## config.mk

```make
export PLATFORM = sky130hd
export DESIGN_NAME = base64_stream_encoder
export DESIGN_NICKNAME = d
export VERILOG_FILES = /design/src/design/b64_pkg.sv /design/src/design/b64_front.sv /design/src/design/b64_queue.sv /design/src/design/b64_back.sv /design/src/design/base64_stream_encoder.sv
export SDC_FILE = /design/constraint.sdc
export NUM_CORES = 1
export LEC_CHECK = 0
export BUFFER_PORTS_ARGS = -buffer_cell sky130_fd_sc_hd__buf_4
export CAP_MARGIN = 20
export CORE_AREA = 4 4 65 79
export CTS_BUF_LIST = sky130_fd_sc_hd__clkbuf_4
export DETAILED_ROUTE_END_ITERATION = 7
export DIE_AREA = 0 0 69 83
export GPL_ROUTABILITY_DRIVEN = 0
export PLACE_DENSITY = 0.95
export SKIP_CTS_REPAIR_TIMING = 1
export SLEW_MARGIN = 30
export SYNTH_ARGS = -nofsm -noshare
export SYNTH_HDL_FRONTEND = slang
export SYNTH_SLANG_ARGS = --single-unit
```

## constraint.sdc

```tcl
create_clock -name i_clk -period 7 [get_ports i_clk]
set_clock_uncertainty 0.2 [all_clocks]
set_input_delay 0.35 -clock i_clk [delete_from_list [all_inputs] [get_ports i_clk]]
set_output_delay 0.35 -clock i_clk [all_outputs]
set_load 0.05 [all_outputs]
```

## src/design/b64_pkg.sv

```systemverilog
// Shared types, constants and the character lookup for the base64 stream encoder.
// No dependencies.
package b64_pkg;

    localparam int QUEUE_DEPTH = 2;
    localparam int QUEUE_AW    = $clog2(QUEUE_DEPTH);
    localparam int QUEUE_CW    = $clog2(QUEUE_DEPTH + 1);

    localparam logic [6:0] PAD_CHAR  = 7'h3D;
    localparam logic [5:0] SIX_MASK  = 6'h3F;

    typedef struct packed {
        logic [7:0] data_byte;
        logic       final_byte;
    } t_in_word;

    typedef struct packed {
        logic [6:0] out_char;
        logic       final_char;
    } t_out_word;

    typedef enum logic [1:0] {
        GRP_0 = 2'd0,
        GRP_1 = 2'd1,
        GRP_2 = 2'd2
    } t_grp;

    typedef struct packed {
        logic       pad;
        logic [5:0] six;
    } t_sym;

    typedef struct packed {
        t_sym [3:0] sym;
        logic [1:0] last_idx;
        logic       final_byte;
    } t_job;

    function automatic logic [6:0] b64_char(input logic [5:0] six);
        logic [6:0] ch;
        priority if (six < 6'd26) begin
            ch = 7'(six) + 7'd65;
        end else if (six < 6'd52) begin
            ch = 7'(six) + 7'd71;
        end else if (six < 6'd62) begin
            ch = 7'(six) - 7'd4;
        end else if (six == 6'd62) begin
            ch = 7'h2B;
        end else begin
            ch = 7'h2F;
        end
        return ch;
    endfunction

endpackage

```

## src/design/b64_front.sv

```systemverilog
// Front end: accepts input words, tracks the three-byte group and builds a job.
// Depends on b64_pkg.
module b64_front
    import b64_pkg::*;
(
    input  logic     i_clk,
    input  logic     i_rst_n,
    input  logic     i_in_valid,
    output logic     o_in_ready,
    input  t_in_word i_in_word,
    input  logic     i_q_full,
    output logic     o_push,
    output t_job     o_job
);

    t_grp       r_grp, n_grp;
    logic [3:0] r_left, n_left;
    logic [7:0] b;
    logic       fin;

    assign b          = i_in_word.data_byte;
    assign fin        = i_in_word.final_byte;
    assign o_in_ready = !i_q_full;
    assign o_push     = i_in_valid && !i_q_full;

    always_comb begin
        n_grp  = r_grp;
        n_left = r_left;
        if (o_push) begin
            unique case (r_grp)
                GRP_1: begin
                    n_grp  = GRP_2;
                    n_left = b[3:0];
                end
                GRP_2: begin
                    n_grp  = GRP_0;
                    n_left = 4'd0;
                end
                default: begin
                    n_grp  = GRP_1;
                    n_left = {2'b00, b[1:0]};
                end
            endcase
            if (fin) begin
                n_grp  = GRP_0;
                n_left = 4'd0;
            end
        end
    end

    always_comb begin
        o_job            = '0;
        o_job.final_byte = fin;
        unique case (r_grp)
            GRP_1: begin
                o_job.sym[0].six = {r_left[1:0], b[7:4]};
                if (fin) begin
                    o_job.sym[1].six = {b[3:0], 2'b00};
                    o_job.sym[2].pad = 1'b1;
                    o_job.last_idx   = 2'd2;
                end
            end
            GRP_2: begin
                o_job.sym[0].six = {r_left, b[7:6]};
                o_job.sym[1].six = b[5:0] & SIX_MASK;
                o_job.last_idx   = 2'd1;
            end
            default: begin
                o_job.sym[0].six = b[7:2];
                if (fin) begin
                    o_job.sym[1].six = {b[1:0], 4'b0000};
                    o_job.sym[2].pad = 1'b1;
                    o_job.sym[3].pad = 1'b1;
                    o_job.last_idx   = 2'd3;
                end
            end
        endcase
    end

    always_ff @(posedge i_clk) begin
        if (!i_rst_n) begin
            r_grp  <= GRP_0;
            r_left <= 4'd0;
        end else begin
            r_grp  <= n_grp;
            r_left <= n_left;
        end
    end

endmodule

```

## src/design/b64_queue.sv

```systemverilog
// Short job queue between the front and back ends.
// Depends on b64_pkg.
module b64_queue
    import b64_pkg::*;
(
    input  logic i_clk,
    input  logic i_rst_n,
    input  logic i_push,
    input  t_job i_job,
    output logic o_full,
    output logic o_valid,
    output t_job o_job,
    input  logic i_pop
);

    t_job                r_mem [QUEUE_DEPTH];
    logic [QUEUE_AW-1:0] r_wr, r_rd;
    logic [QUEUE_CW-1:0] r_cnt;

    assign o_full  = (r_cnt == QUEUE_CW'(QUEUE_DEPTH));
    assign o_valid = (r_cnt != '0);
    assign o_job   = r_mem[r_rd];

    always_ff @(posedge i_clk) begin
        if (i_push) begin
            r_mem[r_wr] <= i_job;
        end
    end

    always_ff @(posedge i_clk) begin
        if (!i_rst_n) begin
            r_wr  <= '0;
            r_rd  <= '0;
            r_cnt <= '0;
        end else begin
            if (i_push) begin
                r_wr <= (r_wr == QUEUE_AW'(QUEUE_DEPTH - 1)) ? '0 : r_wr + 1'b1;
            end
            if (i_pop) begin
                r_rd <= (r_rd == QUEUE_AW'(QUEUE_DEPTH - 1)) ? '0 : r_rd + 1'b1;
            end
            r_cnt <= r_cnt + QUEUE_CW'(i_push) - QUEUE_CW'(i_pop);
        end
    end

`ifndef SYNTHESIS
    a_cnt_bound: assert property (@(posedge i_clk) disable iff (!i_rst_n)
        r_cnt <= QUEUE_CW'(QUEUE_DEPTH))
        else $error("queue count beyond depth");
    a_no_pop_empty: assert property (@(posedge i_clk) disable iff (!i_rst_n)
        i_pop |-> o_valid)
        else $error("pop from empty queue");
    a_no_push_full: assert property (@(posedge i_clk) disable iff (!i_rst_n)
        i_push && !i_pop |=> r_cnt == $past(r_cnt) + 1'b1)
        else $error("push lost");
`endif

endmodule

```

## src/design/b64_back.sv

```systemverilog
// Back end: walks the symbols of each job and drives the registered output word.
// Depends on b64_pkg.
module b64_back
    import b64_pkg::*;
(
    input  logic      i_clk,
    input  logic      i_rst_n,
    input  logic      i_q_valid,
    input  t_job      i_job,
    output logic      o_pop,
    output logic      o_out_valid,
    input  logic      i_out_ready,
    output t_out_word o_out_word
);

    logic [1:0] r_idx;
    logic       r_out_valid;
    t_out_word  r_out;
    logic       load, emit, at_end;
    t_sym       sym;

    assign load        = !r_out_valid || i_out_ready;
    assign emit        = load && i_q_valid;
    assign at_end      = (r_idx == i_job.last_idx);
    assign o_pop       = emit && at_end;
    assign sym         = i_job.sym[r_idx];
    assign o_out_valid = r_out_valid;
    assign o_out_word  = r_out;

    always_ff @(posedge i_clk) begin
        if (!i_rst_n) begin
            r_idx       <= 2'd0;
            r_out_valid <= 1'b0;
        end else begin
            if (load) begin
                r_out_valid <= i_q_valid;
            end
            if (emit) begin
                r_idx <= at_end ? 2'd0 : r_idx + 2'd1;
            end
        end
    end

    always_ff @(posedge i_clk) begin
        if (emit) begin
            r_out.out_char   <= sym.pad ? PAD_CHAR : b64_char(sym.six);
            r_out.final_char <= i_job.final_byte && at_end;
        end
    end

`ifndef SYNTHESIS
    a_idx_in_job: assert property (@(posedge i_clk) disable iff (!i_rst_n)
        i_q_valid |-> r_idx <= i_job.last_idx)
        else $error("symbol index past end of job");
    a_final_on_pop: assert property (@(posedge i_clk) disable iff (!i_rst_n)
        emit && !at_end |=> !r_out.final_char)
        else $error("final character flagged mid job");
    a_idx_wraps: assert property (@(posedge i_clk) disable iff (!i_rst_n)
        o_pop |=> r_idx == 2'd0)
        else $error("index not cleared after job");
`endif

endmodule

```

## src/design/base64_stream_encoder.sv

```systemverilog
// Streaming base64 encoder top level: front end, job queue and back end.
// Depends on b64_pkg, b64_front, b64_queue and b64_back.
//
// Takes one message byte per input word and emits one base64 character per output
// word (standard alphabet, '=' padding, last character flagged). A byte yields one
// or two characters, up to four on the last byte of a message; the output port
// delivers one character per cycle while i_out_ready is high. A byte's job is
// registered in the job queue, and its first character then in the output word
// register. A two-entry job queue decouples input from output, so bytes keep
// being taken while characters wait, until the queue is full.
module base64_stream_encoder
    import b64_pkg::*;
(
    input  logic      i_clk,
    input  logic      i_rst_n,
    input  logic      i_in_valid,
    output logic      o_in_ready,
    input  t_in_word  i_in_word,
    output logic      o_out_valid,
    input  logic      i_out_ready,
    output t_out_word o_out_word
);

    logic q_full, q_push, q_valid, q_pop;
    t_job push_job, head_job;

    b64_front u_front (
        .i_clk      (i_clk),
        .i_rst_n    (i_rst_n),
        .i_in_valid (i_in_valid),
        .o_in_ready (o_in_ready),
        .i_in_word  (i_in_word),
        .i_q_full   (q_full),
        .o_push     (q_push),
        .o_job      (push_job)
    );

    b64_queue u_queue (
        .i_clk   (i_clk),
        .i_rst_n (i_rst_n),
        .i_push  (q_push),
        .i_job   (push_job),
        .o_full  (q_full),
        .o_valid (q_valid),
        .o_job   (head_job),
        .i_pop   (q_pop)
    );

    b64_back u_back (
        .i_clk       (i_clk),
        .i_rst_n     (i_rst_n),
        .i_q_valid   (q_valid),
        .i_job       (head_job),
        .o_pop       (q_pop),
        .o_out_valid (o_out_valid),
        .i_out_ready (i_out_ready),
        .o_out_word  (o_out_word)
    );

endmodule
```

# [Word level (Yosys, flattened, before mapping)]
# Memory sizes are Yosys's and may differ from the RTL's. A register that Yosys moved wholly into a read port is not among the register bits.
# Cells that the tools add are included.
[word_totals] regBits=21 mem_bits_rw=34 input_bits=13 output_inout_bits=10 mem_count=1
[memory_table] memory="u_queue.r_mem" words=2 word_bits=17 rd=1 rd_clocked_by_memory_dff=1 write_ports=1 line="b64_queue.sv:16" rtl="t_job r_mem [QUEUE_DEPTH];"
[op_classes] add_sub_neg=8 magnitude_cmp=4 n_eq_ne=5 n_mux=26 reduce_logical=9
[op_table] cell="two-way mux 7 bit" n=4
[op_table] cell="case mux 8 bit (2 select lines)" n=1
[op_table] cell="adder 6 x 7 -> 7 bit, second input constant" n=2
[op_table] cell="binary-select mux 7 bit (select 2 bit)" n=1
[op_table] cell="less-than comparator 6 bit, second input constant" n=2
[op_table] cell="two-way mux 6 bit" n=2
[op_table] cell="case mux 6 bit (2 select lines)" n=1
[op_table] cell="two-way mux 1 bit" n=9
[op_table] cell="two-way mux 2 bit" n=4
[op_table] cell="case mux 4 bit (2 select lines)" n=1
[op_table] cell="subtractor 6 x 3 -> 7 bit, second input constant" n=1
[op_table] cell="== test 6 bit, second input constant" n=1
[op_table] cell="less-than comparator 6 x 5 -> 1 bit, second input constant" n=1
[op_table] cell="== test 2 bit, second input constant" n=2
[op_table] cell="logical AND 1 bit" n=4
[op_table] cell="two-way mux 4 bit" n=1
[op_table] cell="case mux 2 bit (2 select lines)" n=1
[op_table] cell="less-than comparator 2 x 3 -> 1 bit, second input constant" n=1
[op_table] cell="two-way mux 3 bit" n=1
[op_table] cell="adder 1 bit, second input constant" n=2
[op_table] cell="adder 2 x 1 -> 2 bit" n=1
[op_table] cell="adder 2 x 1 -> 2 bit, second input constant" n=1
[op_table] cell="== test 2 x 1 -> 1 bit, second input constant" n=1
[op_table] cell="== test 2 bit" n=1
[op_table] cell="5 further kinds" n=6

# [Logic depth before layout (Yosys ltp)]
[logic_depth] word_depth=7 mapped_depth=11

# [Modules after synthesis]
# From an unflattened synthesis, not the netlist that was laid out.
[hier_totals] cells_unflattened=311 area_unflattened_um2=4236.6
[modules_own_cells] mod="b64_queue" instances=1 cells_each=117 area_per_inst_um2=2472.4 seq_area_each_um2=1961.9
[modules_own_cells] mod="b64_back" instances=1 cells_each=108 area_per_inst_um2=1109.8 seq_area_each_um2=300.3
[modules_own_cells] mod="b64_front" instances=1 cells_each=86 area_per_inst_um2=654.4 seq_area_each_um2=120.1

# [Least setup slack after synthesis]
# Ideal clock, no wire load.
[synth_path] path_type="reg-to-reg" start="register with a tool-made name" end="register u_back.r_out, in the netlist u_back.o_out_word[3], data pin" arrival_time_ps=2154 path_slack_ps=4390 path_stages_with_launch=10 period_less_slack_ps=2610 cell_sequence="dfxtp_1 buf_6 mux4_1 nand2_1 inv_1 ha_1 nor2_1 a211o_1 a21oi_1 o211a_1"
[synth_rtl] item="end: declaration" line="b64_back.sv:18" rtl="t_out_word r_out;"

==> impl_metrics.prom <==
# TYPE chip_impl_metric gauge
chip_impl_metric{name="ios",unit=""} 23
chip_impl_metric{name="detail-route-antenna-nets",unit=""} 0
chip_impl_metric{name="first_pass_iters",unit=""} 4
chip_impl_metric{name="share_of_synthesized_area_occupied_by_flip_flops_and_latches",unit="%"} 55.1
chip_impl_metric{name="initial_core_utilization",unit="%"} 62.8
chip_impl_metric{name="first_pass_grt_wire_length",unit="um"} 8980
chip_impl_info{name="startpoint_type",value="register"} 1
chip_impl_metric{name="post_synthesis_instance_area",unit="um2"} 2800
chip_impl_metric{name="timing.slew.headroom",unit="%"} 63.3
chip_impl_metric{name="max_freq",unit="MHz"} 316
chip_impl_metric{name="vias",unit=""} 1868
chip_impl_metric{name="clock_sink_count",unit=""} 56
chip_impl_metric{name="placedCellCount",unit=""} 308
chip_impl_metric{name="postSynthCellCount",unit=""} 236
chip_impl_metric{name="grt_remaining_overflow",unit=""} 0
chip_impl_info{name="cts_root_buf",value="clkbuf_4"} 1
chip_impl_metric{name="post_synth.cell_area_avg",unit="um2"} 11.9
chip_impl_metric{name="worst-endpoint-arrival",unit="ns"} 3.12
chip_impl_metric{name="fin_tns_setup",unit="ns"} 0
chip_impl_metric{name="final-setup-viol-count",unit=""} 0
chip_impl_metric{name="drt_iter0_markers",unit=""} 228
chip_impl_metric{name="grt_max_degree",unit=""} 22
chip_impl_metric{name="min_period",unit="ns"} 3.16
chip_impl_metric{name="hold_ws",unit="ns"} 0.0466
chip_impl_metric{name="netlist.area_leader.share",unit="%"} 45.1
chip_impl_metric{name="tritoncts.num_buffers",unit=""} 5
chip_impl_metric{name="r2r_slack",unit="ns"} 3.84
chip_impl_metric{name="yosysUniqueCellTypes",unit=""} 44
chip_impl_metric{name="clock_latency_on_the_worst_skew_pair",unit="ns"} 0.38
chip_impl_metric{name="ys_ff_latch",unit=""} 56
chip_impl_info{name="synth_top_area_cell",value="edfxtp_1"} 1
chip_impl_info{name="grt_setup_unrepaired",value="no"} 1
chip_impl_info{name="worst-setup-path-type",value="register to register"} 1
chip_impl_metric{name="drv_cap",unit=""} 0
chip_impl_metric{name="global_route_usage_over_all_layers",unit="%"} 19.4
chip_impl_metric{name="power_per_cell_area",unit="nW/um2"} 399
chip_impl_metric{name="die_y",unit="um"} 83
chip_impl_metric{name="count_of_h_tree_levels_built_during_cts",unit=""} 2
chip_impl_metric{name="timing.final.crit_share",unit="%"} 45.2
chip_impl_metric{name="synthesis_warnings",unit=""} 0
chip_impl_metric{name="power.ir.vdd_worst",unit="uV"} 200
chip_impl_metric{name="die_w",unit="um"} 69
chip_impl_info{name="synthFlopType",value="edfxtp_1"} 1
chip_impl_metric{name="static_leak",unit="uW"} 0.00115
chip_impl_metric{name="asyncSetResetFlopFracSynth",unit="%"} 0
chip_impl_info{name="tritoncts",value="yes"} 1
chip_impl_metric{name="tightestPinTransition",unit="ns"} 0.550
chip_impl_info{name="netlist_top_cells_area",value="edfxtp_1 45%, dfxtp_1 10%, ha_1 4.9%"} 1
chip_impl_metric{name="critical_path_required",unit="ns"} 6.95
chip_impl_info{name="worstHoldPathType",value="input port to register"} 1
chip_impl_metric{name="core.rowCount",unit=""} 27
chip_impl_metric{name="instances_no_fill",unit=""} 316
chip_impl_metric{name="post-route-drc-count",unit=""} 0
chip_impl_metric{name="synthesis.nets",unit=""} 260
chip_impl_metric{name="grt_antenna_before_repair",unit=""} 0
chip_impl_metric{name="clockBufferDepth",unit=""} 2
chip_impl_metric{name="power.total",unit="uW"} 1220
chip_impl_metric{name="synth-edff-count",unit=""} 42
chip_impl_metric{name="wire_per_inst",unit="um"} 16.2
chip_impl_metric{name="final_number_of_max_transition_violations",unit=""} 0
chip_impl_metric{name="nets",unit=""} 281
chip_impl_metric{name="wl",unit="um"} 5120
chip_impl_metric{name="portBuffers",unit=""} 22
chip_impl_metric{name="antennaDiodeCount",unit=""} 0
chip_impl_info{name="synthMostInstantiatedCell",value="edfxtp_1"} 1
chip_impl_metric{name="detail_route.vias_per_cell",unit=""} 5.91
chip_impl_metric{name="die_area",unit="um2"} 5730
chip_impl_metric{name="via_count_of_the_first_global_routing_pass",unit=""} 1905
chip_impl_metric{name="std_cell_core_area",unit="um2"} 4460
chip_impl_metric{name="hold_violations",unit=""} 0
chip_impl_metric{name="flow.area_growth_from_synthesis",unit="%"} 9.34
chip_impl_metric{name="crit_path_max_fanout",unit=""} 10
chip_impl_info{name="ys_top_cells_by_count",value="42 x edfxtp_1, 18 x nand2_1, 16 x inv_1, 14 x dfxtp_1, 14 x nor2_1"} 1
chip_impl_info{name="cp-end-kind",value="register"} 1
chip_impl_metric{name="drive_above_1_share",unit="%"} 15.5
chip_impl_info{name="outcome",value="completed"} 1
chip_impl_metric{name="clk_pin_slew",unit="ns"} 0.16
chip_impl_metric{name="detailed_place_hpwl",unit="um"} 3950
==> layout make-up <==
| class | instances | area (um2) |
|---|---|---|
| clock buffers | 5 | 37.5 |
| clock inverters | 3 | 17.5 |
| fillers | 340 | 1400 |
| inverters | 16 | 60.1 |
| multi-input cells | 154 | 1150 |
| flip-flops and latches | 56 | 1540 |
| well taps | 58 | 72.6 |
| repair buffers | 24 | 180 |
==> cell usage in the layout (no fill, tap or decap), types with 3 or more instances in the layout <==
master	count
clkbuf_4	5
nand2_1	18
a22oi_1	11
edfxtp_1	42
mux4_2	4
a22o_1	4
inv_1	16
xor2_1	3
xnor2_1	4
nor3_1	4
dfxtp_1	14
o21ai_0	9
nand3_1	3
and2_1	8
nor3b_1	4
mux2i_1	3
buf_4	24
mux4_1	3
nor2_1	14
nor2b_1	11
a32oi_1	3
ha_1	11
a21oi_1	12
==> routing by layer <==
metal | track usage [%] | routed length, um | vias to the layer above | share of wire, %
met5 | 0 | 0 | - | 0
met4 | 9.77 | 218 | 0 | 4.3
met3 | 4.72 | 257 | 20 | 5.0
met2 | 34.8 | 2760 | 68 | 54
met1 | 20.8 | 1880 | 872 | 37
li1 | - | - | 908 | -
==> worst max-delay path: stages (launching register included) <==
cell     delay [ns]
dfxtp_1        0.70
mux4_1         0.68
nand2_1        0.18
inv_1          0.11
ha_1           0.27
nor2_1         0.18
a211o_1        0.28
a21oi_1        0.11
o211a_1        0.22
==> report_power, final <==
group	total (uW)	switching [uW]	internal (uW)
combinational	594	371	223
sequential	492	38.8	454
clock	136	97.4	38.4
total	1220	507	715
==> final timing paths <==
| kind | start | end | cells past startpoint |
|---|---|---|---|
| worst max-delay path | register | u_back.o_out_word[3] | 8 |
| worst min-delay path | i_rst_n | u_back.o_out_valid | 2 |
| worst max register to register | register | u_back.o_out_word[3] | 8 |
| worst min register to register | u_front.r_grp[1] | u_front.r_grp[1] | 2 |
==> registers in the layout, indices dropped and copies added (netlist names), named ones only <==
name / count
u_front.r_grp: 2
u_queue.r_mem: 34
u_front.r_left: 4
u_back.r_idx: 2
u_queue.r_wr: 1
u_queue.r_rd: 1
u_back.o_out_word: 8
u_queue.r_cnt: 2
u_back.o_out_valid: 1
==> cell families after synthesis <==
kind of cell               count (synthesis)  share of synthesized area (%)
AOI/OAI and AO/OA                         52                           13.1
xor gates and xnor gates                   7                           2.19
adders and majority gates                 11                           4.92
buffers and inverters                     26                           3.80
DFF                                       56                           55.1
muxes                                     10                           7.11
and+or+nand+nor                           74                           13.8
==> per-stage QoR <==
stage                     setup WS, ns  util, %  cell area [um2]
after floorplan                   4.39        -             2800
after global placement            4.06     67.4             3010
after detailed placement          3.88     67.4             3010
after CTS                         3.86     68.6             3060
after global routing              3.55     68.6             3060
final                             3.84     68.6             3060
Power figures use the tool's default switching activity.
